==> src/rtl/core/ncs_pkg.sv <==
// Package for the neighborhood contrast stretch block.
// Holds payload structs, configuration codes, pipeline structs and the size clamp.
// No dependencies; imported by every module under rtl/core.
package ncs_pkg;

    // Default build limits
    localparam int MAX_WIDTH_DEF  = 2048;
    localparam int MAX_HEIGHT_DEF = 4096;

    // Configuration port
    localparam int CFG_INDEX_W = 2;
    localparam int CFG_DATA_W  = 13;
    localparam int WIDTH_REG_W  = 12;
    localparam int HEIGHT_REG_W = 13;
    localparam int STEP_REG_W   = 8;

    localparam logic [CFG_INDEX_W-1:0] REG_WIDTH  = 2'd0;
    localparam logic [CFG_INDEX_W-1:0] REG_HEIGHT = 2'd1;
    localparam logic [CFG_INDEX_W-1:0] REG_STEP   = 2'd2;

    localparam int WIDTH_RST  = 640;
    localparam int HEIGHT_RST = 480;
    localparam logic [STEP_REG_W-1:0] STEP_RST = 8'd1;

    // Smallest frame dimension the window logic supports
    localparam int MIN_SIZE = 3;

    // Item opcodes
    localparam logic OP_PIXEL = 1'b0;
    localparam logic OP_DRAIN = 1'b1;

    localparam logic [7:0] CHAN_MAX = 8'd255;

    // Pixel packing: blue in [7:0], green in [15:8], red in [23:16]
    typedef logic [23:0] pixel_t;

    typedef struct packed {
        logic       opcode;
        logic [7:0] in_blue;
        logic [7:0] in_green;
        logic [7:0] in_red;
    } src_item_t;

    typedef struct packed {
        logic [7:0] out_blue;
        logic [7:0] out_green;
        logic [7:0] out_red;
        logic       frame_last;
    } dst_item_t;

    // Position flags of the output pixel an item produces
    typedef struct packed {
        logic emit;
        logic border;
        logic last;
    } pos_info_t;

    // Window extremes handed from the window stage to the stretch stage
    typedef struct packed {
        logic   border;
        logic   last;
        pixel_t center;
        pixel_t lo;
        pixel_t hi;
    } minmax_t;

    // Clamp a frame dimension into [MIN_SIZE, hi]
    function automatic logic [31:0] clamp_size(input logic [31:0] v, input logic [31:0] hi);
        logic [31:0] r;
        priority if (v < 32'(MIN_SIZE))
            r = 32'(MIN_SIZE);
        else if (v > hi)
            r = hi;
        else
            r = v;
        return r;
    endfunction

endpackage

==> src/rtl/core/ncs_window.sv <==
// 3x3 window registers and per-channel min/max stage.
// Takes line-store read data and the new pixel; depends on ncs_pkg.
module ncs_window (
    input  logic               clk,
    input  logic               rst_n,
    input  logic               en,
    input  logic               a_valid,
    input  ncs_pkg::pixel_t    a_pix,
    input  ncs_pkg::pos_info_t a_pos,
    input  logic [47:0]        line_data,
    output logic               c_valid,
    output ncs_pkg::minmax_t   c_data
);
    import ncs_pkg::*;

    pixel_t    win_reg [9];
    logic      b_valid_reg;
    logic      b_border_reg;
    logic      b_last_reg;
    logic      c_valid_reg;
    minmax_t   c_data_reg;
    minmax_t   mm;
    logic      shift;

    assign shift = en && a_valid;

    // Shift window left; right column is {upper, middle, new pixel}
    always_ff @(posedge clk or negedge rst_n)
    begin
        if (!rst_n)
        begin
            for (int i = 0; i < 9; i++)
                win_reg[i] <= '0;
        end
        else if (shift)
        begin
            win_reg[0] <= win_reg[1];
            win_reg[1] <= win_reg[2];
            win_reg[2] <= line_data[47:24];
            win_reg[3] <= win_reg[4];
            win_reg[4] <= win_reg[5];
            win_reg[5] <= line_data[23:0];
            win_reg[6] <= win_reg[7];
            win_reg[7] <= win_reg[8];
            win_reg[8] <= a_pix;
        end
    end

    always_ff @(posedge clk or negedge rst_n)
    begin
        if (!rst_n)
            b_valid_reg <= 1'b0;
        else if (en)
            b_valid_reg <= a_valid && a_pos.emit;
    end

    always_ff @(posedge clk)
    begin
        if (shift)
        begin
            b_border_reg <= a_pos.border;
            b_last_reg   <= a_pos.last;
        end
    end

    // Per-channel extremes over the nine pixels
    always_comb
    begin
        mm.border = b_border_reg;
        mm.last   = b_last_reg;
        mm.center = win_reg[4];
        mm.lo     = win_reg[0];
        mm.hi     = win_reg[0];
        for (int i = 1; i < 9; i++)
        begin
            for (int c = 0; c < 3; c++)
            begin
                if (win_reg[i][c*8 +: 8] < mm.lo[c*8 +: 8])
                    mm.lo[c*8 +: 8] = win_reg[i][c*8 +: 8];
                if (win_reg[i][c*8 +: 8] > mm.hi[c*8 +: 8])
                    mm.hi[c*8 +: 8] = win_reg[i][c*8 +: 8];
            end
        end
    end

    always_ff @(posedge clk or negedge rst_n)
    begin
        if (!rst_n)
            c_valid_reg <= 1'b0;
        else if (en)
            c_valid_reg <= b_valid_reg;
    end

    always_ff @(posedge clk)
    begin
        if (en && b_valid_reg)
            c_data_reg <= mm;
    end

    assign c_valid = c_valid_reg;
    assign c_data  = c_data_reg;

endmodule

==> config.mk <==
export PLATFORM = sky130hd
export DESIGN_NAME = ncs_window
export DESIGN_NICKNAME = d
export VERILOG_FILES = /design/src/rtl/core/ncs_pkg.sv /design/src/rtl/core/ncs_window.sv
export SDC_FILE = /design/constraint.sdc
export NUM_CORES = 1
export LEC_CHECK = 0
export BUFFER_PORTS_ARGS = -buffer_cell sky130_fd_sc_hd__buf_2
export CORE_MARGIN = 8
export CORE_UTILIZATION = 55
export CTS_CLUSTER_SIZE = 28
export DETAILED_ROUTE_END_ITERATION = 12
export PLACE_DENSITY = 0.76
export SLEW_MARGIN = 20
export SYNTH_ARGS = -nofsm -noshare
export SYNTH_HDL_FRONTEND = slang
export SYNTH_SLANG_ARGS = --single-unit
==> constraint.sdc <==
create_clock -name clk -period 15.7 [get_ports clk]
set_clock_uncertainty 0.15 [all_clocks]
set_input_delay 1.57 -clock clk [delete_from_list [all_inputs] [get_ports clk]]
set_output_delay 1.57 -clock clk [all_outputs]
set_load 0.02 [all_outputs]
==> impl_metrics.json, run 1 <==
{
  "drc_errors": 0,
  "die_w_um": 226,
  "dp_slack_ns": -0.681,
  "cts_hold_buf": 0,
  "syn_area_mm2": 0.0242,
  "yosys_warnings": 0,
  "crit_path_start": "win_reg[169]",
  "worst_pin_slew_ns": 1.04,
  "grt-ovfl-total": 0,
  "cpMostUsedCell": "a21o_1",
  "post-route-period-util_pct": 96.2,
  "cts-root-buf": "clkbuf_16",
  "avgSynthCellArea_um2": 9.01,
  "arrival_ns": 15.33,
  "fmax_ghz": 0.0662,
  "synth-seq-cells": 294,
  "io_pins": 154,
  "path_clk_slew_ns": 0.05,
  "start_util_pct": 55.3,
  "yosys.area.top_type": "dfrtp_1",
  "grt_pass1_wl_mm": 108,
  "drtIter0Drc": 2177,
  "drive_above_1_share_pct": 19.8,
  "clock_latency_ns": 0.57,
  "clk_path_buf_depth": 3,
  "die_y_um": 226,
  "io_buffers": 153,
  "wire_per_inst_um": 19.7,
  "finalMaxSlewViolations": 0,
  "hp-start": "b_last_reg",
  "crit_type": "flip-flop to flip-flop",
  "crit_fanout": 7,
  "vias": 21432,
  "syn-num-nets": 3075,
  "synth.area.top_cells": "dfrtp_1, ha_1, edfxtp_1, mux2_2, o21ai_0",
  "grt_usage_pct": 25.8,
  "fin_area_mm2": 0.0277,
  "cp.buffers_inverters": 5,
  "setup_ws_ns": 0.600,
  "diodes": 0,
  "endpoint_kind": "flip-flop",
  "fin_crit_ns": 15.10,
  "timing_hold_violations_final": 0,
  "outcome": "finished clean",
  "dieArea_mm2": 0.0510,
  "clock_sinks": 294,
  "cts_made_buffers": 36,
  "areaGrowthSynthToFinish_pct": 14.3,
  "relSlewSlack_pct": 30.8,
  "critPathRequiredTime_ns": 15.93,
  "ant_nets": 0,
  "ys_seq_area_share_pct": 31.9,
  "routed_wl_mm": 68.8,
  "finalSetupViolations": 0,
  "dr.pass1.iters": 5,
  "ys.flop_type": "dfrtp_1",
  "async_reset_ff_share_pct": 74.1,
  "hpwl_mm": 50.2,
  "grt_antenna_before_repair": 1,
  "htree_levels": 2,
  "largest_reg_flops": 192,
  "cp-start-kind": "flip-flop",
  "max_stage_delay_ns": 0.44,
  "min-delay-path-class": "flip-flop to flip-flop",
  "grt_pass1_vias": 21000,
  "yosysUniqueCellTypes": 100,
  "vias_per_cell": 6.13,
  "fillers": 3585,
  "crit_family": "compound AO/OA/AOI/OAI gates",
  "std_cell_rows": 77,
  "syn_inst": 2690,
  "nets": 3261,
  "gp_congestion": 0.934,
  "finish.utilization_pct": 63.2,
  "dpl-instance-area_mm2": 0.0256,
  "cts_tree": "done",
  "timing.rr.start": "win_reg[169]",
  "yosys.area.top_type_share_pct": 22.5,
  "maxCapViolCount": 0,
  "coreArea_mm2": 0.0438,
  "slowest_stage": "dfrtp_1",
  "grt_max_degree": 185,
  "synth-edff-count": 76
}
==> repair_timing <==
item                                    CTS  global route
pin swaps                                 0            32
setup buffers                             0            46
gates cloned                              0             8
gates resized for setup                   6           124
endpoints found under the setup margin   11            47
==> per-stage QoR <==
step | hold slack (ns) | cells | setup TNS (ns)
finish | 0.281 | 3496 | 0
global route | 0.311 | 3496 | -2.45
floorplan | 0.250 | 2690 | 0
global placement | 0.256 | 3376 | -1.13
detailed placement | 0.275 | 3376 | -4.86
CTS | 0.288 | 3442 | 0
==> metal layers <==
layer	track usage [%]	wire [µm]
met3	3.27	4030
met5	0	0
met2	41.4	31600
met4	9.83	2280
met1	35.4	30900
==> cells in the final DEF, fill, tap and decap left out, types with 9 or more instances in the layout <==
master     synthesis  final
a211oi_1          16     15
a21o_1            99     98
a21oi_1          151    126
a21oi_2            5     29
a31o_2            11     11
a31oi_1           19     14
a41oi_1           12     10
and2_1            21     20
and3_1            14     13
and4_1            11     10
buf_2              3    152
buf_4              2     68
clkbuf_1          71      9
clkbuf_16          0     38
clkinv_2           0      9
dfrtp_1          218    218
edfxtp_1          76     76
ha_1             306    304
inv_1            261    261
mux2_1            12     12
mux2_2           125    124
mux2i_1          133    118
mux2i_2            0     10
nand2_1          274    270
nand2b_1          27     27
nand3_1           43     39
nand4_1           34     34
nand4b_1          10     10
nor2_1           141    135
nor2b_1           32     31
nor3_1            20     18
o211ai_1          20     20
o21a_1            35     33
o21ai_0          269    256
o21ai_1           13     21
o21bai_1          10     10
o31ai_1           21     21
or2_2              9      9
==> path summary, 6_finish.rpt <==
path / depth (start not counted) / to / slack [ns]
setup / recovery: 72 / c_data[7] / 0.60
hold / removal: 0 / c_data[72] / 0.28
setup reg to reg: 72 / c_data[7] / 0.60
hold reg to reg: 0 / c_data[72] / 0.28
max in group asynchronous: 3 / win_reg[38] / 12.26
min in group asynchronous: 1 / win_reg[147] / 0.91
==> cell usage after synthesis, drive strengths merged (12+ instances only) <==
master  number
ha         306
o21ai      285
nand2      277
inv        262
dfrtp      218
a21oi      156
nor2       143
mux2       141
mux2i      133
a21o        99
edfxtp      76
clkbuf      71
nand3       44
o21a        35
nand4       34
nor2b       33
nand2b      27
o31ai       23
and2        22
o211ai      22
a211oi      21
a31oi       21
nor3        20
and3        15
buf         13
a41oi       12
o21bai      12
==> cells by family after synthesis <==
| kind of cell | count (synthesis) | synth area share [%] |
|---|---|---|
| flops | 294 | 31.9 |
| mux | 274 | 12.1 |
| xor+xnor | 9 | 0.325 |
| fa+ha+maj | 311 | 16.0 |
| simple gates | 666 | 12.9 |
| buf+inv | 346 | 5.44 |
| compound gates | 790 | 21.3 |
==> final cells by class <==
class	count	area, µm²	share of cell area (%)
sequential	294	7740	27.9
clock buffer	53	1070	3.85
tap	592	741	2.67
inverter	262	991	3.58
clock inverter	13	80.1	0.289
timing repair buffer	225	1320	4.77
multi-input combinational	2057	15800	56.9
Power of run 1 is not shown: default switching activity piles up to over one toggle a cycle in this logic, so the estimate is an artifact.
==> run 2, diff against run 1 <==
--- a/config.mk
+++ b/config.mk
@@ -8,8 +8,10 @@
 export BUFFER_PORTS_ARGS = -buffer_cell sky130_fd_sc_hd__buf_2
 export CORE_MARGIN = 8
 export CORE_UTILIZATION = 55
+export CTS_CLUSTER_DIAMETER = 40
 export CTS_CLUSTER_SIZE = 28
 export DETAILED_ROUTE_END_ITERATION = 12
+export GPL_TIMING_DRIVEN = 0
 export PLACE_DENSITY = 0.76
 export SLEW_MARGIN = 20
 export SYNTH_ARGS = -nofsm -noshare
==> run 2 against run 1 <==
  * Utilization is 2.9 points higher
  * Register-to-register slack worse by 0.17 ns
  * Cell area is 4.6% higher
  * Cell count is 2.9% higher
  * Critical path depth is 1 higher
  * First-iteration DRC count is 17% lower
  * Routed wire length is 8.1% higher
  * Sequential share of layout area is 1.2 points lower
  * Critical endpoint is now c_data[18]
  * Largest cell class unchanged
  * Highest routed layer unchanged
==> impl_metrics.json, run 2 (same netlist as run 1, synthesis figures left out) <==
{
  "dr.pass1.iters": 5,
  "dieArea_mm2": 0.0510,
  "fin_setup_tns_ns": 0,
  "vias": 22108,
  "die_y_um": 226,
  "areaGrowthSynthToFinish_pct": 19.6,
  "final_common_cell": "ha_1",
  "relSlewSlack_pct": 24.8,
  "hold_ws_ns": 0.263,
  "grt_antenna_before_repair": 0,
  "diodes": 0,
  "clock_sinks": 294,
  "max_stage_delay_ns": 0.53,
  "std_cell_rows": 77,
  "crit_type": "flip-flop to flip-flop",
  "finalMaxSlewViolations": 0,
  "grt_usage_pct": 27.9,
  "cts-root-buf": "clkbuf_16",
  "fin_crit_ns": 15.27,
  "clock_latency_ns": 0.62,
  "hpwl_mm": 56.1,
  "finalSetupViolations": 0,
  "cpMostUsedCell": "ha_1",
  "worst_pin_slew_ns": 1.13,
  "fillers": 3447,
  "maxCapViolCount": 0,
  "start_util_pct": 55.3,
  "arrival_ns": 15.46,
  "cts_made_buffers": 54,
  "ant_nets": 0,
  "nets": 3346,
  "drc_errors": 0,
  "routed_wl_mm": 74.4,
  "largest_reg_flops": 192,
  "io_pins": 154,
  "drive_above_1_share_pct": 21.9,
  "io_buffers": 153,
  "grt_max_degree": 84,
  "cts_hold_buf": 0,
  "critPathRequiredTime_ns": 15.89,
  "endpoint_kind": "flip-flop",
  "drtIter0Drc": 1815,
  "timing_hold_violations_final": 0,
  "post-route-period-util_pct": 97.2,
  "path_clk_slew_ns": 0.06,
  "die_w_um": 226,
  "htree_levels": 2,
  "cts_tree": "done",
  "crit_fanout": 10,
  "gp_congestion": 0.958,
  "coreArea_mm2": 0.0438,
  "wire_per_inst_um": 20.7,
  "layout_common_cells": "ha_1, nand2_1, inv_1, o21ai_0, dfrtp_1",
  "cp-start-kind": "flip-flop",
  "grt_pass1_vias": 21679,
  "slowest_stage": "or4_4",
  "fmax_ghz": 0.0655,
  "outcome": "finished clean",
  "grt-ovfl-total": 0,
  "clk_path_buf_depth": 3,
  "grt_pass1_wl_mm": 115,
  "min-delay-path-class": "flip-flop to flip-flop",
  "vias_per_cell": 6.14,
  "reg2reg_slack_ns": 0.43
}
==> run 2: cell types whose count changed in the layout (fill, tap and decap cells not counted), moves of 5 or more <==
cell	delta
clkbuf_16	+16
a21oi_1	-6
inv_8	+8
o21ai_0	-7
clkbuf_1	+44
o31ai_1	-5
clkbuf_2	+6
buf_1	+7
clkinv_4	+5
inv_6	+9
clkinv_2	-6
==> run 2: final timing paths <==
kind	start	end	cells after the start
setup / recovery	win_reg[189]	c_data[18]	73
hold / removal	b_border_reg	c_data[73]	0
setup reg to reg	win_reg[189]	c_data[18]	73
hold reg to reg	b_border_reg	c_data[73]	0
max in group asynchronous	rst_n	win_reg[185]	2
min in group asynchronous	rst_n	mm[52]	1
==> run 2: metal layers <==
| layer | up-vias | share of wire (%) | GRT usage, % |
|---|---|---|---|
| met1 | 10714 | 43 | 36.9 |
| li1 | 10362 | - | - |
| met3 | 190 | 6.5 | 4.57 |
| met5 | - | 0 | 0 |
| met2 | 842 | 46 | 45.3 |
| met4 | 0 | 4.0 | 11.1 |
==> run 2: area by class of cell <==
type                            instances  area (µm²)  share of cell area [%]
Multi-Input combinational cell       2050       16000                    55.1
Sequential cell                       294        7740                    26.7
Clock buffer                           61        1410                    4.86
Timing Repair Buffer                  218        1320                    4.57
Inverter                              262         983                    3.39
Tap cell                              592         741                    2.55
Clock inverter                         41         423                    1.46
Buffer                                 81         389                    1.34
==> run 2: metrics by stage <==
| step | setup WS [ns] | cells | utilization, % | cell area (µm²) |
|---|---|---|---|---|
| 4_1_cts | 0.000131 | 3549 | 63.6 | 27900 |
| 2_1_floorplan | 1.11 | 2690 | - | 24200 |
| 3_5_place_dp | -1.71 | 3438 | 59.0 | 25800 |
| 6_report | 0.433 | 3599 | 66.1 | 29000 |
| 3_3_place_gp | -1.31 | 3435 | 58.7 | 25700 |
| 5_1_grt | -0.210 | 3599 | 66.1 | 29000 |
==> run 2: what timing repair did <==
action,4_1_cts,5_1_grt
cloned,0,1
pin swaps,7,32
hold endpoints to repair,0,0
setup buffers,12,49
endpoints found under the setup margin,32,48
resized for setup,48,197
==> run 2: worst max-delay path, delay by kind of cell (launching register included) <==
kind / cells / cell delay, ns
DFF: 1 / 0.44
muxes: 5 / 1.63
adders and majority gates: 8 / 2.32
and+or+nand+nor: 20 / 3.55
AOI/OAI and AO/OA: 28 / 5.14
buffers and inverters: 12 / 1.76
Power of run 2 is left out for the same reason.
