===== config.mk =====
export PLATFORM = sky130hd
export DESIGN_NAME = ncs_scan
export DESIGN_NICKNAME = d
export VERILOG_FILES = /design/src/rtl/core/ncs_pkg.sv /design/src/rtl/core/ncs_scan.sv
export SDC_FILE = /design/constraint.sdc
export NUM_CORES = 1
export LEC_CHECK = 0
export ABC_AREA = 1
export ABC_CLOCK_PERIOD_IN_PS = 2700
export BUFFER_PORTS_ARGS = -buffer_cell sky130_fd_sc_hd__buf_2
export CORE_AREA = 2 2 153 95
export CTS_BUF_LIST = sky130_fd_sc_hd__clkbuf_4
export CTS_CLUSTER_SIZE = 8
export DETAILED_ROUTE_END_ITERATION = 10
export DIE_AREA = 0 0 155 97
export GPL_ROUTABILITY_DRIVEN = 0
export PLACE_DENSITY = 0.68
export SETUP_SLACK_MARGIN = 0.15
export SLEW_MARGIN = 30
export SYNTH_ARGS = -nofsm -noshare
export SYNTH_HDL_FRONTEND = slang
export SYNTH_SLANG_ARGS = --single-unit

===== constraint.sdc =====
create_clock -name clk -period 2.7 [get_ports clk]
set_input_delay 0.54 -clock clk [delete_from_list [all_inputs] [get_ports clk]]
set_output_delay 0.54 -clock clk [all_outputs]
set_load 0.01 [all_outputs]

===== src/rtl/core/ncs_pkg.sv =====
// Package for the neighborhood contrast stretch block.
// Holds payload structs, configuration codes, pipeline structs and the size clamp.
// No dependencies; imported by every module under rtl/core.
package ncs_pkg;

    // Default build limits
    localparam int MAX_WIDTH_DEF  = 2048;
    localparam int MAX_HEIGHT_DEF = 4096;

    // Configuration port
    localparam int CFG_INDEX_W = 2;
    localparam int CFG_DATA_W  = 13;
    localparam int WIDTH_REG_W  = 12;
    localparam int HEIGHT_REG_W = 13;
    localparam int STEP_REG_W   = 8;

    localparam logic [CFG_INDEX_W-1:0] REG_WIDTH  = 2'd0;
    localparam logic [CFG_INDEX_W-1:0] REG_HEIGHT = 2'd1;
    localparam logic [CFG_INDEX_W-1:0] REG_STEP   = 2'd2;

    localparam int WIDTH_RST  = 640;
    localparam int HEIGHT_RST = 480;
    localparam logic [STEP_REG_W-1:0] STEP_RST = 8'd1;

    // Smallest frame dimension the window logic supports
    localparam int MIN_SIZE = 3;

    // Item opcodes
    localparam logic OP_PIXEL = 1'b0;
    localparam logic OP_DRAIN = 1'b1;

    localparam logic [7:0] CHAN_MAX = 8'd255;

    // Pixel packing: blue in [7:0], green in [15:8], red in [23:16]
    typedef logic [23:0] pixel_t;

    typedef struct packed {
        logic       opcode;
        logic [7:0] in_blue;
        logic [7:0] in_green;
        logic [7:0] in_red;
    } src_item_t;

    typedef struct packed {
        logic [7:0] out_blue;
        logic [7:0] out_green;
        logic [7:0] out_red;
        logic       frame_last;
    } dst_item_t;

    // Position flags of the output pixel an item produces
    typedef struct packed {
        logic emit;
        logic border;
        logic last;
    } pos_info_t;

    // Window extremes handed from the window stage to the stretch stage
    typedef struct packed {
        logic   border;
        logic   last;
        pixel_t center;
        pixel_t lo;
        pixel_t hi;
    } minmax_t;

    // Clamp a frame dimension into [MIN_SIZE, hi]
    function automatic logic [31:0] clamp_size(input logic [31:0] v, input logic [31:0] hi);
        logic [31:0] r;
        priority if (v < 32'(MIN_SIZE))
            r = 32'(MIN_SIZE);
        else if (v > hi)
            r = hi;
        else
            r = v;
        return r;
    endfunction

endpackage


===== src/rtl/core/ncs_scan.sv =====
// Raster scan control: configuration registers, column/row counters and the
// first pipeline stage (pixel, column, position flags). Depends on ncs_pkg.
module ncs_scan #(
    parameter int MAX_WIDTH  = ncs_pkg::MAX_WIDTH_DEF,
    parameter int MAX_HEIGHT = ncs_pkg::MAX_HEIGHT_DEF
) (
    input  logic                                 clk,
    input  logic                                 rst_n,
    input  logic                                 cfg_we,
    input  logic [ncs_pkg::CFG_INDEX_W-1:0]      cfg_index,
    input  logic [ncs_pkg::CFG_DATA_W-1:0]       cfg_data,
    input  logic                                 en,
    input  logic                                 accept,
    input  ncs_pkg::src_item_t                   src_item,
    output logic [$clog2(MAX_WIDTH)-1:0]         rd_col,
    output logic [ncs_pkg::STEP_REG_W-1:0]       step_amount,
    output logic                                 a_valid,
    output logic [$clog2(MAX_WIDTH)-1:0]         a_col,
    output ncs_pkg::pixel_t                      a_pix,
    output ncs_pkg::pos_info_t                   a_pos
);
    import ncs_pkg::*;

    localparam int CW = $clog2(MAX_WIDTH);
    localparam int WW = $clog2(MAX_WIDTH + 1);
    localparam int HW = $clog2(MAX_HEIGHT + 1);
    localparam int RW = $clog2(MAX_HEIGHT + 2);

    logic [WW-1:0]         w_reg, w_next;
    logic [HW-1:0]         h_reg, h_next;
    logic [STEP_REG_W-1:0] step_reg, step_next;
    logic [CW-1:0]         col_reg, col_next;
    logic [RW-1:0]         row_reg, row_next;
    logic [WW-1:0]         col_inc;
    logic [RW-1:0]         h_ext;

    logic                  a_valid_reg;
    logic [CW-1:0]         a_col_reg;
    pixel_t                a_pix_reg;
    pos_info_t             a_pos_reg;

    pixel_t                pix;
    pos_info_t             pos;

    assign col_inc = WW'(col_reg) + WW'(1);
    assign h_ext   = RW'(h_reg);

    // Pixel value; drain items and pixels past the frame enter as zero
    always_comb
    begin
        if ((src_item.opcode == OP_PIXEL) && (row_reg < h_ext))
            pix = {src_item.in_red, src_item.in_green, src_item.in_blue};
        else
            pix = '0;
    end

    // Position of the pixel that leaves the window with this transaction
    always_comb
    begin
        pos.emit   = (row_reg >= RW'(2)) || ((row_reg == RW'(1)) && (col_reg != '0));
        pos.border = (col_reg == '0) || (col_reg == CW'(1)) || (row_reg <= RW'(1))
                     || (row_reg >= h_ext);
        pos.last   = (col_reg == '0) && (row_reg == h_ext + RW'(1));
    end

    // Counter and configuration update
    always_comb
    begin
        w_next    = w_reg;
        h_next    = h_reg;
        step_next = step_reg;
        col_next  = col_reg;
        row_next  = row_reg;
        if (cfg_we)
        begin
            unique case (cfg_index)
                REG_WIDTH:
                begin
                    w_next   = WW'(clamp_size(32'(cfg_data[WIDTH_REG_W-1:0]), 32'(MAX_WIDTH)));
                    col_next = '0;
                    row_next = '0;
                end
                REG_HEIGHT:
                begin
                    h_next   = HW'(clamp_size(32'(cfg_data[HEIGHT_REG_W-1:0]),
                                              32'(MAX_HEIGHT)));
                    col_next = '0;
                    row_next = '0;
                end
                REG_STEP:
                begin
                    step_next = cfg_data[STEP_REG_W-1:0];
                end
                default:
                begin
                end
            endcase
        end
        else if (accept)
        begin
            if (pos.emit && pos.last)
            begin
                col_next = '0;
                row_next = '0;
            end
            else if (col_inc >= w_reg)
            begin
                col_next = '0;
                if (row_reg <= RW'(MAX_HEIGHT))
                    row_next = row_reg + RW'(1);
            end
            else
            begin
                col_next = CW'(col_inc);
            end
        end
    end

    always_ff @(posedge clk or negedge rst_n)
    begin
        if (!rst_n)
        begin
            w_reg    <= WW'(clamp_size(32'(WIDTH_RST), 32'(MAX_WIDTH)));
            h_reg    <= HW'(clamp_size(32'(HEIGHT_RST), 32'(MAX_HEIGHT)));
            step_reg <= STEP_RST;
            col_reg  <= '0;
            row_reg  <= '0;
        end
        else
        begin
            w_reg    <= w_next;
            h_reg    <= h_next;
            step_reg <= step_next;
            col_reg  <= col_next;
            row_reg  <= row_next;
        end
    end

    // First pipeline stage
    always_ff @(posedge clk or negedge rst_n)
    begin
        if (!rst_n)
            a_valid_reg <= 1'b0;
        else if (en)
            a_valid_reg <= accept;
    end

    always_ff @(posedge clk)
    begin
        if (accept)
        begin
            a_col_reg <= col_reg;
            a_pix_reg <= pix;
            a_pos_reg <= pos;
        end
    end

    assign rd_col      = col_reg;
    assign step_amount = step_reg;
    assign a_valid     = a_valid_reg;
    assign a_col       = a_col_reg;
    assign a_pix       = a_pix_reg;
    assign a_pos       = a_pos_reg;

`ifndef SYNTHESIS
    // Column counter always stays inside the active width
    assert_col_in_range: assert property (@(posedge clk) disable iff (!rst_n)
        WW'(col_reg) < w_reg)
        else $error("column counter beyond frame width");

    // Row counter never passes the last flushing row
    assert_row_in_range: assert property (@(posedge clk) disable iff (!rst_n)
        row_reg <= h_ext + RW'(1))
        else $error("row counter beyond frame end");

    // The transaction carrying the frame's last result restarts the scan
    assert_frame_restart: assert property (@(posedge clk) disable iff (!rst_n)
        (accept && !cfg_we && pos.emit && pos.last) |=> (col_reg == '0) && (row_reg == '0))
        else $error("scan did not restart after frame end");
`endif

endmodule


==> metrics.txt, run 1 <==
die area 15000 um^2; global route overflow 0; CTS Buf Count 9; post-DP HPWL 11600 um; final worst-path cycle share 104%; VDD IR-drop max 0.200 mV; syn nets 718; Worst-Margin Slew 0.671 ns; pin count of the biggest net entering global routing 40; final net count 844; Antenna Nets Post-Route 0; clock period minus worst slack 2.81 ns; CTS sink cnt 96; Bufs on Longest Clock Path 2; ys async rst share 60.4%; clk root buf clkbuf_4; Final Power 3.51 mW; Main synth FF type dfrtp_1; Inserted Diodes 0; antenna violations before repair 0; Critical-path top delay cell dfrtp_1; vias in the first global route 4285; FMAX 356 MHz; Cell Count, Final, Fillers Out 947; CTS tree done; register area share after synthesis 48.2%; synth warn 0; Worst EP required 3.11 ns; Setup crit start kind register; Clock transition at path regs 0.19 ns; Die Width 155 um; via/cell ratio 5.02; vias after detailed routing 4751; synthesized cell area 5390 um^2; Fin Clk Skew 0.0315 ns; core footprint 13500 um^2; EDFF count, synth 38; hold_buf cts 0; share of the synthesized area in the top cell type 23.7%; CTS HTree Levels 3; WL final 15100 um; Reg area 2600 um^2; setup TNS -1.02 ns; placed cell area 6210 um^2; fraction of layout cells with a size suffix above 1 25.1%; worst-skew pair later-pin latency 0.48 ns; Die H 97 um; Seq cells post-synth 96; post-route cell area 6510 um^2; Final Hold Viols 0; WS Path Type register to register; Yosys cell types 45; post-synthesis instance total 641; DR WL/cell 15.9 um; Worst Setup End Kind register; # rows 33; most common cell after layout, fill and taps aside nand2_1; outcome finished with violations; GRT Util Overall 20.3%; Final Setup Violations 13; LEAKAGE 3.34 nW; first-pass GRT wire length 23600 um; initial drt markers 383; failing checks setup timing; placed insts 922; cell area power density 539 nW/um^2; CP arrival 3.21 ns; area delta synth->final 20.7%; final core occ 48.2%; Yosys top cell by area dfrtp_1; max-slew violation count 0; fin worst setup slack -0.105 ns; Port Buffers 102; commonest non-fill, non-tap cells in the layout 122 x nand2_1, 107 x inv_1, 102 x buf_2, 81 x nor2_1, 50 x dfrtp_1; Multi-input gate area 2430 um^2; IO Pins 103; max-capacitance violation count 0; critical-path cell list buf_4 -> buf_4 -> inv_1 -> ha_1 -> ha_1 -> nand2_1 -> nor2_1 -> and3_4 -> nor2_2 -> o211ai_4 -> buf_6 -> nand3_2 -> nand2_2; drc violations 0; slowest stage delay, CP 0.44 ns; Hold WC Path Type input port to asynchronous set/reset pin; Filler cells 1339; 1st-pass router iterations 5; RSZ-0062 raised after global routing yes; max reg flops 24; relative slew slack 55.3%; crit-path max FO 6; Avg Inst Size Synth 8.41 um^2; Initial Utilization 39.9%; top post-synthesis cells by area dfrtp_1 24%, edfxtp_1 21%, nand2_1 9.0%
[metrics by stage]
stage | setup slack [ns] | hold WS, ns
detailed placement | -0.0479 | 0.471
CTS | 0.0533 | 0.0689
global placement | 0.0477 | 0.463
floorplan | 0.131 | 0.244
finish | -0.105 | 0.0683
global route | -0.278 | 0.0705
[layer usage]
layer	GRT usage [%]	wire length (um)
met3	5.78	1600
met1	34.7	7870
met2	24.4	5560
met5	0	0
met4	3.21	80
[cells in the mapped netlist (2+ instances only)]
cell type and n:
or2_2 2, dfstp_2 7, nand2_2 4, nand3_2 2, clkbuf_1 9, nand4_1 9
o22ai_1 26, nor3_1 6, inv_1 108, nor4_1 3, nor2_1 87, a21oi_1 19
buf_6 2, o21bai_1 2, buf_2 2, nor2_2 2, edfxtp_1 38, nand3_1 44
nand2_1 129, xnor2_1 2, o221ai_1 2, o21ai_0 21, ha_1 32, xor2_1 12
dfrtp_1 51
[layout make-up]
class	count	share of cell area, %
flip-flops and latches	96	40.0
multi-input cells	424	37.3
repair buffers	127	11.1
inverters	109	6.29
well taps	175	3.36
clock buffers	9	1.04
clock inverters	7	0.904
[cells by family (layout without fill, tap and decap cells)]
group / count (synthesis) / in the layout / share of synthesized area, %
XOR/XNOR: 14 / 14 / 2.27
AND/OR/NAND/NOR: 295 / 296 / 23.9
adder cells (fa/ha/maj): 32 / 32 / 7.42
AO/OA/AOI/OAI: 81 / 81 / 9.19
multiplexers: 1 / 1 / 0.209
flip-flops: 96 / 96 / 48.2
buffers and inverters: 122 / 252 / 8.82
[worst max-delay path: cells and delay by family, from the launching register on]
kind                     cells  cell delay (ns)
AO/OA/AOI/OAI                1             0.32
AND/OR/NAND/NOR              6             0.84
buffers and inverters        4             0.56
flip-flops                   1             0.44
adder cells (fa/ha/maj)      2             0.59
[worst paths after layout]
| kind | from | to | slack, ns | depth (start not counted) |
|---|---|---|---|---|
| setup / recovery | rd_col[1] | row_reg[10] | -0.11 | 13 |
| hold / removal | rst_n | h_ext[9] | 0.07 | 1 |
| setup reg to reg | rd_col[1] | row_reg[10] | -0.11 | 13 |
| hold reg to reg | step_amount[7] | step_amount[7] | 0.51 | 2 |
| max in group asynchronous | rst_n | h_ext[5] | 1.85 | 2 |
| min in group clk | cfg_data[0] | w_reg[0] | 0.30 | 3 |
[power breakdown]
group	internal (mW)	switching, mW
sequential	1.68	0.0968
clock	0.207	0.561
combinational	0.363	0.601
[what timing repair did]
action                                 4_1_cts  5_1_grt
gates cloned                                 0        2
pin swaps                                    2       16
setup endpoints to repair                   24       24
setup buffers                                2        5
endpoints found under the hold margin        0        0
resized for setup                            5       25
Note: power is estimated with default switching activity, not from simulation.
==> run 2, diff against run 1 <==
- ABC_AREA: 1 -> 0
- CORE_AREA: 2 2 153 95 -> 2 2 154 96
- DIE_AREA: 0 0 155 97 -> 0 0 156 98
- PLACE_DENSITY: 0.68 -> 0.67
==> run 2 against run 1 <==
Compared with the run above:
- the run still ends with setup timing left
- total power is 0.38% higher
- synthesized cell count is 22% lower
- first-iteration DRC count is 15% higher
- non-clock buffer count is 50 higher
- wire length shrank 0.76%
- core utilization rose by 2.4 points
- final cell count shrank 11%
- critical path depth stayed put
- sequential power is essentially flat
- sequential cell count did not move
==> metrics.txt, run 2 <==
outcome finished with violations (unchanged); failing checks setup timing (unchanged); Die Width 156 um (was 155 um); commonest cells in the synthesized netlist 51 x dfrtp_1, 38 x edfxtp_1, 34 x inv_1, 32 x ha_1, 29 x nand2_1 (was 129 x nand2_1, 108 x inv_1, 87 x nor2_1, 51 x dfrtp_1, 44 x nand3_1); 1st-pass router iterations 5 (unchanged); met2 usage 29.5% (was 24.4%); Fin Hold WS 0.0956 ns (was 0.0683 ns); most common cell after layout, fill and taps aside buf_2 (was nand2_1); Hold WC Path Type input port to asynchronous set/reset pin (unchanged); synth warn 0 (unchanged); RSZ-0062 raised after global routing yes (unchanged); CTS tree done (unchanged); Reg area 2610 um^2 (was 2600 um^2); post-synthesis instance total 498 (was 641); antenna violations before repair 0 (unchanged); share of the synthesized area in the top cell type 23.6% (was 23.7%); max reg flops 24 (unchanged); hold_buf cts 0 (unchanged); WL final 15000 um (was 15100 um); Worst-Margin Slew 0.723 ns (was 0.671 ns); GRT Util Overall 19.5% (was 20.3%); EDFF count, synth 38 (unchanged); Avg Inst Size Synth 10.9 um^2 (was 8.41 um^2); WS Path Type register to register (unchanged); area delta synth->final 30.7% (was 20.7%); IO Pins 103 (unchanged); register area share after synthesis 48.0% (was 48.2%); core footprint 14000 um^2 (was 13500 um^2); clk root buf clkbuf_4 (unchanged); Port Buffers 102 (unchanged); fraction of layout cells with a size suffix above 1 41.7% (was 25.1%); ys async rst share 60.4% (unchanged); syn nets 575 (was 718); post-DP HPWL 11000 um (was 11600 um); setup TNS -2.12 ns (was -1.02 ns); drc violations 0 (unchanged); max-slew violation count 0 (unchanged); Fin Clk Skew 0.0214 ns (was 0.0315 ns); Final Setup Violations 24 (was 13); Seq cells post-synth 96 (unchanged); VDD IR-drop max 0.227 mV (was 0.200 mV); CTS HTree Levels 3 (unchanged); Inserted Diodes 0 (unchanged); CTS sink cnt 96 (unchanged); initial drt markers 440 (was 383); Yosys top cell by area dfrtp_1 (unchanged); Setup crit start kind register (unchanged); Main synth FF type dfrtp_1 (unchanged); # rows 34 (was 33); Worst EP required 3.10 ns (was 3.11 ns); Yosys cell types 64 (was 45); relative slew slack 51.4% (was 55.3%); most common cell in the netlist dfrtp_1 (was nand2_1); CP arrival 3.25 ns (was 3.21 ns); Initial Utilization 38.7% (was 39.9%); die area 15300 um^2 (was 15000 um^2); clock period minus worst slack 2.85 ns (was 2.81 ns); via/cell ratio 5.43 (was 5.02); worst-skew pair later-pin latency 0.46 ns (was 0.48 ns); met3 usage 4.08% (was 5.78%); synthesized cell area 5420 um^2 (was 5390 um^2); Bufs on Longest Clock Path 2 (unchanged); top post-synthesis cells by area dfrtp_1 24%, edfxtp_1 21%, ha_1 7.4% (was dfrtp_1 24%, edfxtp_1 21%, nand2_1 9.0%); final net count 738 (was 844); Top Usage Layer GRT met2 (was met1); vias in the first global route 4613 (was 4285); Multi-input gate area 2900 um^2 (was 2430 um^2); Final Hold Viols 0 (unchanged); Die H 98 um (was 97 um); first-pass GRT wire length 23600 um (about the same); commonest non-fill, non-tap cells in the layout 103 x buf_2, 66 x buf_4, 44 x dfrtp_1, 38 x edfxtp_1, 31 x inv_1 (was 122 x nand2_1, 107 x inv_1, 102 x buf_2, 81 x nor2_1, 50 x dfrtp_1); cell area power density 497 nW/um^2 (was 539 nW/um^2); Filler cells 1275 (was 1339); max-capacitance violation count 0 (unchanged); Clock transition at path regs 0.16 ns (was 0.19 ns); DR WL/cell 17.7 um (was 15.9 um); fin worst setup slack -0.145 ns (was -0.105 ns); Worst Setup End Kind register (unchanged); vias after detailed routing 4594 (was 4751); GR Util met1 28.8% (was 34.7%); FMAX 351 MHz (was 356 MHz); final worst-path cycle share 105% (was 104%); crit-path max FO 5 (was 6); pin count of the biggest net entering global routing 41 (was 40); LEAKAGE 3.10 nW (was 3.34 nW); global route overflow 0 (unchanged); CTS Buf Count 9 (unchanged); Antenna Nets Post-Route 0 (unchanged)
[run 2: cell count changes after synthesis, moves of 10 or more]
| cell | before | now |
|---|---|---|
| nor3b_1 | 0 | 24 |
| mux2_2 | 1 | 11 |
| nand2_1 | 129 | 29 |
| nand3_1 | 44 | 22 |
| a22o_1 | 0 | 13 |
| o22ai_1 | 26 | 5 |
| inv_1 | 108 | 34 |
| nor2_1 | 87 | 27 |
| xnor2_1 | 2 | 17 |
[run 2: worst max-delay path: stages, from the launching register on]
cell	delay (ns)
dfrtp_1	0.49
ha_2	0.31
buf_4	0.13
nand3_1	0.08
xnor2_1	0.16
ha_1	0.21
a211o_1	0.34
a21oi_4	0.14
o21ai_4	0.09
o22a_4	0.29
nor2b_4	0.16
buf_4	0.13
buf_6	0.11
a31o_1	0.14
[run 2: layout make-up]
class | instances | share of cell area [%]
timing repair buffer | 177 | 15.6
inverter | 34 | 1.84
tap | 180 | 3.18
clock buffer | 11 | 1.17
clock inverter | 5 | 0.442
sequential | 96 | 36.9
multi-input combinational | 343 | 40.9
[run 2: layer usage]
layer	vias up	part of all wire, %	wire length, um
met5	-	0	0
met4	0	1.3	200
li1	2166	-	-
met1	2251	49	7380
met3	23	6.5	980
met2	154	43	6420
[run 2: where the power goes]
group / leakage (nW) / switching, mW / internal (mW)
Clock: 0.0701 / 0.491 / 0.214
Sequential: 1.12 / 0.0955 / 1.67
Combinational: 1.90 / 0.560 / 0.491
[run 2: final timing paths]
path / from / cells after the start / slack, ns / to
min in group clk: en / 2 / 0.34 / a_valid
max in group asynchronous: rst_n / 2 / 1.82 / h_ext[7]
setup reg to reg: rd_col[1] / 13 / -0.15 / rd_col[8]
hold / removal: rst_n / 1 / 0.1 / w_reg[5]
setup / recovery: rd_col[1] / 13 / -0.15 / rd_col[8]
hold reg to reg: w_reg[1] / 2 / 0.51 / w_reg[1]
[run 2: repair_timing]
action,in CTS,in global routing
pin swaps,21,12
gates cloned,0,2
setup buffers,11,5
setup endpoints to repair,27,37
resized for setup,42,30
[run 2: metrics by stage]
| step | cells | power [mW] | worst slack (ns) | instance area, um^2 | util, % |
|---|---|---|---|---|---|
| floorplan | 498 | 2.28 | 0.115 | 5450 | - |
| global placement | 812 | 2.63 | -0.00786 | 6490 | 46.4 |
| detailed placement | 812 | 2.67 | -0.212 | 6490 | 46.4 |
| CTS | 839 | 3.47 | -0.0432 | 6890 | 49.2 |
| global route | 846 | 3.71 | -0.288 | 7080 | 50.6 |
| finish | 846 | 3.52 | -0.145 | 7080 | 50.6 |
[run 2: logic make-up (layout without fill, tap and decap cells)]
group	after synthesis	in the layout	synth area share, %
xor+xnor	25	25	4.04
buf+inv	59	227	4.73
compound gates	103	103	14.9
simple gates	171	171	18.5
mux	12	12	2.47
fa+ha+maj	32	32	7.39
flops	96	96	48.0
==> run 3, diff against run 2 <==
- CORE_AREA: 2 2 154 96 -> 4 4 156 98
- DIE_AREA: 0 0 156 98 -> 0 0 160 102
==> run 3 against run 2 <==
Compared with the run above:
- the run still ends with setup timing left
- first-iteration DRC count decreased by 23%
- non-clock buffer count decreased by 13
- worst hold slack improved by 0.020 ns
- sequential cell count unchanged
- via count decreased by 0.78%
==> metrics.txt, run 3 (same netlist as run 2, synthesis figures left out) <==
Worst-Margin Slew 0.776 ns (was 0.723 ns); die area 16300 um^2 (was 15300 um^2); Worst Setup End Kind register (unchanged); global route overflow 0 (unchanged); outcome finished with violations (unchanged); pin count of the biggest net entering global routing 41 (unchanged); antenna violations before repair 0 (unchanged); Port Buffers 102 (unchanged); fraction of layout cells with a size suffix above 1 38.4% (was 41.7%); initial drt markers 338 (was 440); Die Width 160 um (was 156 um); max-capacitance violation count 0 (unchanged); failing checks setup timing (unchanged); cell area power density 501 nW/um^2 (was 497 nW/um^2); FMAX 356 MHz (was 351 MHz); Clock transition at path regs 0.15 ns (was 0.16 ns); Filler cells 1292 (was 1275); LEAKAGE 3.02 nW (was 3.10 nW); crit-path max FO 4 (was 5); final worst-path cycle share 104% (was 105%); via/cell ratio 5.47 (was 5.43); CP delay by family, top simple AND/OR/NAND/NOR gates (was compound AO/OA/AOI/OAI gates); Int Pwr 2.32 mW (was 2.37 mW); CP arrival 3.16 ns (was 3.25 ns); # rows 34 (unchanged); worst-skew pair later-pin latency 0.45 ns (was 0.46 ns); Antenna Nets Post-Route 0 (unchanged); CTS Buf Count 9 (unchanged); Net Switching 1.12 mW (was 1.15 mW); Bufs on Longest Clock Path 2 (unchanged); most common cell after layout, fill and taps aside buf_2 (unchanged); slowest stage delay, CP 0.39 ns (was 0.49 ns); clk root buf clkbuf_4 (unchanged); CP startpoint rd_col[3] (was rd_col[1]); 1st-pass router iterations 7 (was 5); clock period minus worst slack 2.81 ns (was 2.85 ns); final net count 725 (was 738); vias in the first global route 4622 (was 4613); CTS tree done (unchanged); Die H 102 um (was 98 um); placed insts 807 (was 812); Worst EP required 3.05 ns (was 3.10 ns); DR WL/cell 18.2 um (was 17.7 um); post-DP HPWL 11300 um (was 11000 um); Fin Clk Skew 0.0263 ns (was 0.0214 ns); Final Hold Viols 0 (unchanged); setup TNS -1.03 ns (was -2.12 ns); part of the power in registers 51.2% (was 50.1%); r2r setup slk -0.11 ns (was -0.15 ns); final core occ 48.9% (was 50.6%); critical-path cell list and3_4 -> nand3_4 -> nor2_4 -> nand3_2 -> xnor2_2 -> ha_1 -> nand4_1 -> nor2_2 -> nand2_1 -> o21ai_2 -> o22a_4 -> nand4_4 -> buf_4 -> o32ai_2 (was ha_2 -> buf_4 -> nand3_1 -> xnor2_1 -> ha_1 -> a211o_1 -> a21oi_4 -> o21ai_4 -> o22a_4 -> nor2b_4 -> buf_4 -> buf_6 -> a31o_1); area delta synth->final 26.6% (was 30.7%); CTS HTree Levels 3 (unchanged); IO Pins 103 (unchanged); Final Setup Violations 21 (was 24); core footprint 14000 um^2 (about the same); max reg flops 24 (unchanged); first-pass GRT wire length 24300 um (was 23600 um); Setup crit start kind register (unchanged); commonest non-fill, non-tap cells in the layout 102 x buf_2, 54 x buf_4, 42 x dfrtp_1, 38 x edfxtp_1, 33 x inv_1 (was 103 x buf_2, 66 x buf_4, 44 x dfrtp_1, 38 x edfxtp_1, 31 x inv_1); WL final 15200 um (was 15000 um); RSZ-0062 raised after global routing yes (unchanged); hold_buf cts 0 (unchanged); GRT Util Overall 18.6% (was 19.5%); Fin Hold WS 0.116 ns (was 0.0956 ns); Switching Fraction 32.6% (about the same); Critical-path top delay cell dfrtp_2 (was dfrtp_1); R2R Path Start rd_col[3] (was rd_col[1]); Hold WC Path Type input port to asynchronous set/reset pin (unchanged); VDD IR-drop max 0.231 mV (was 0.227 mV); Initial Utilization 38.6% (was 38.7%); max-slew violation count 0 (unchanged); WP buf/inv 1 (was 3); Cell Count, Final, Fillers Out 834 (was 846); CTS sink cnt 96 (unchanged); Comb pwr share 28.5% (was 29.9%); vias after detailed routing 4558 (was 4594); relative slew slack 47.9% (was 51.4%); Final Power 3.43 mW (was 3.52 mW); clock share of power 20.3% (was 20.0%); fin worst setup slack -0.109 ns (was -0.145 ns); drc violations 0 (unchanged); WS Path Type register to register (unchanged)
## run 3: cell count changes in the layout (fill, tap and decap cells not counted), moves of 3 or more
cell,delta
buf_4,-12
o221ai_1,+3
o221ai_2,-3
o31ai_2,+3
o31ai_4,-4
## run 3: cell type report
cell class                 instances  area, um^2  area share [%]
timing repair buffer             164        1020            14.9
sequential                        96        2610            38.1
clock buffer                      10        75.1            1.09
tap                              180         225            3.28
multi-input combinational        343        2750            40.1
antenna                            1        2.50          0.0365
inverter                          34         130            1.90
clock inverter                     6        42.5           0.620
## run 3: per-layer routing
| layer | track usage, % | wire length (um) | share of wire [%] |
|---|---|---|---|
| met1 | 26.7 | 7130 | 47 |
| met2 | 27.7 | 6480 | 43 |
| met3 | 5.48 | 1340 | 8.8 |
| met4 | 4.43 | 210 | 1.4 |
| met5 | 0 | 0 | 0 |
## run 3: what timing repair did
action | in CTS | in global routing
setup endpoints to repair | 25 | 37
pin swaps | 15 | 17
gates cloned | 0 | 1
setup buffers | 2 | 7
gates resized for setup | 21 | 28
## run 3: final timing paths
| kind | endpoint | depth (start not counted) |
|---|---|---|
| max | row_reg[4] | 14 |
| min | rd_col[4] | 1 |
| max reg2reg | row_reg[4] | 14 |
| min reg2reg | w_reg[11] | 2 |
| max in group asynchronous | h_ext[5] | 2 |
| min in group clk | a_valid | 2 |
## run 3: power groups by stage
| stage | Sequential, mW | Clock (mW) | Combinational, mW |
|---|---|---|---|
| finish | 1.76 | 0.696 | 0.980 |
| global route | 1.78 | 0.786 | 1.08 |
| CTS | 1.76 | 0.724 | 0.916 |
| detailed placement | 1.78 | 0 | 0.890 |
| global placement | 1.77 | 0 | 0.862 |
| floorplan | 1.82 | 0 | 0.458 |
## run 3: through the flow
step	setup slack (ns)	cell area [um^2]
after floorplan	0.115	5450
final	-0.109	6860
after global placement	0.00236	6460
after CTS	-0.0374	6690
after detailed placement	-0.162	6460
after global routing	-0.271	6860
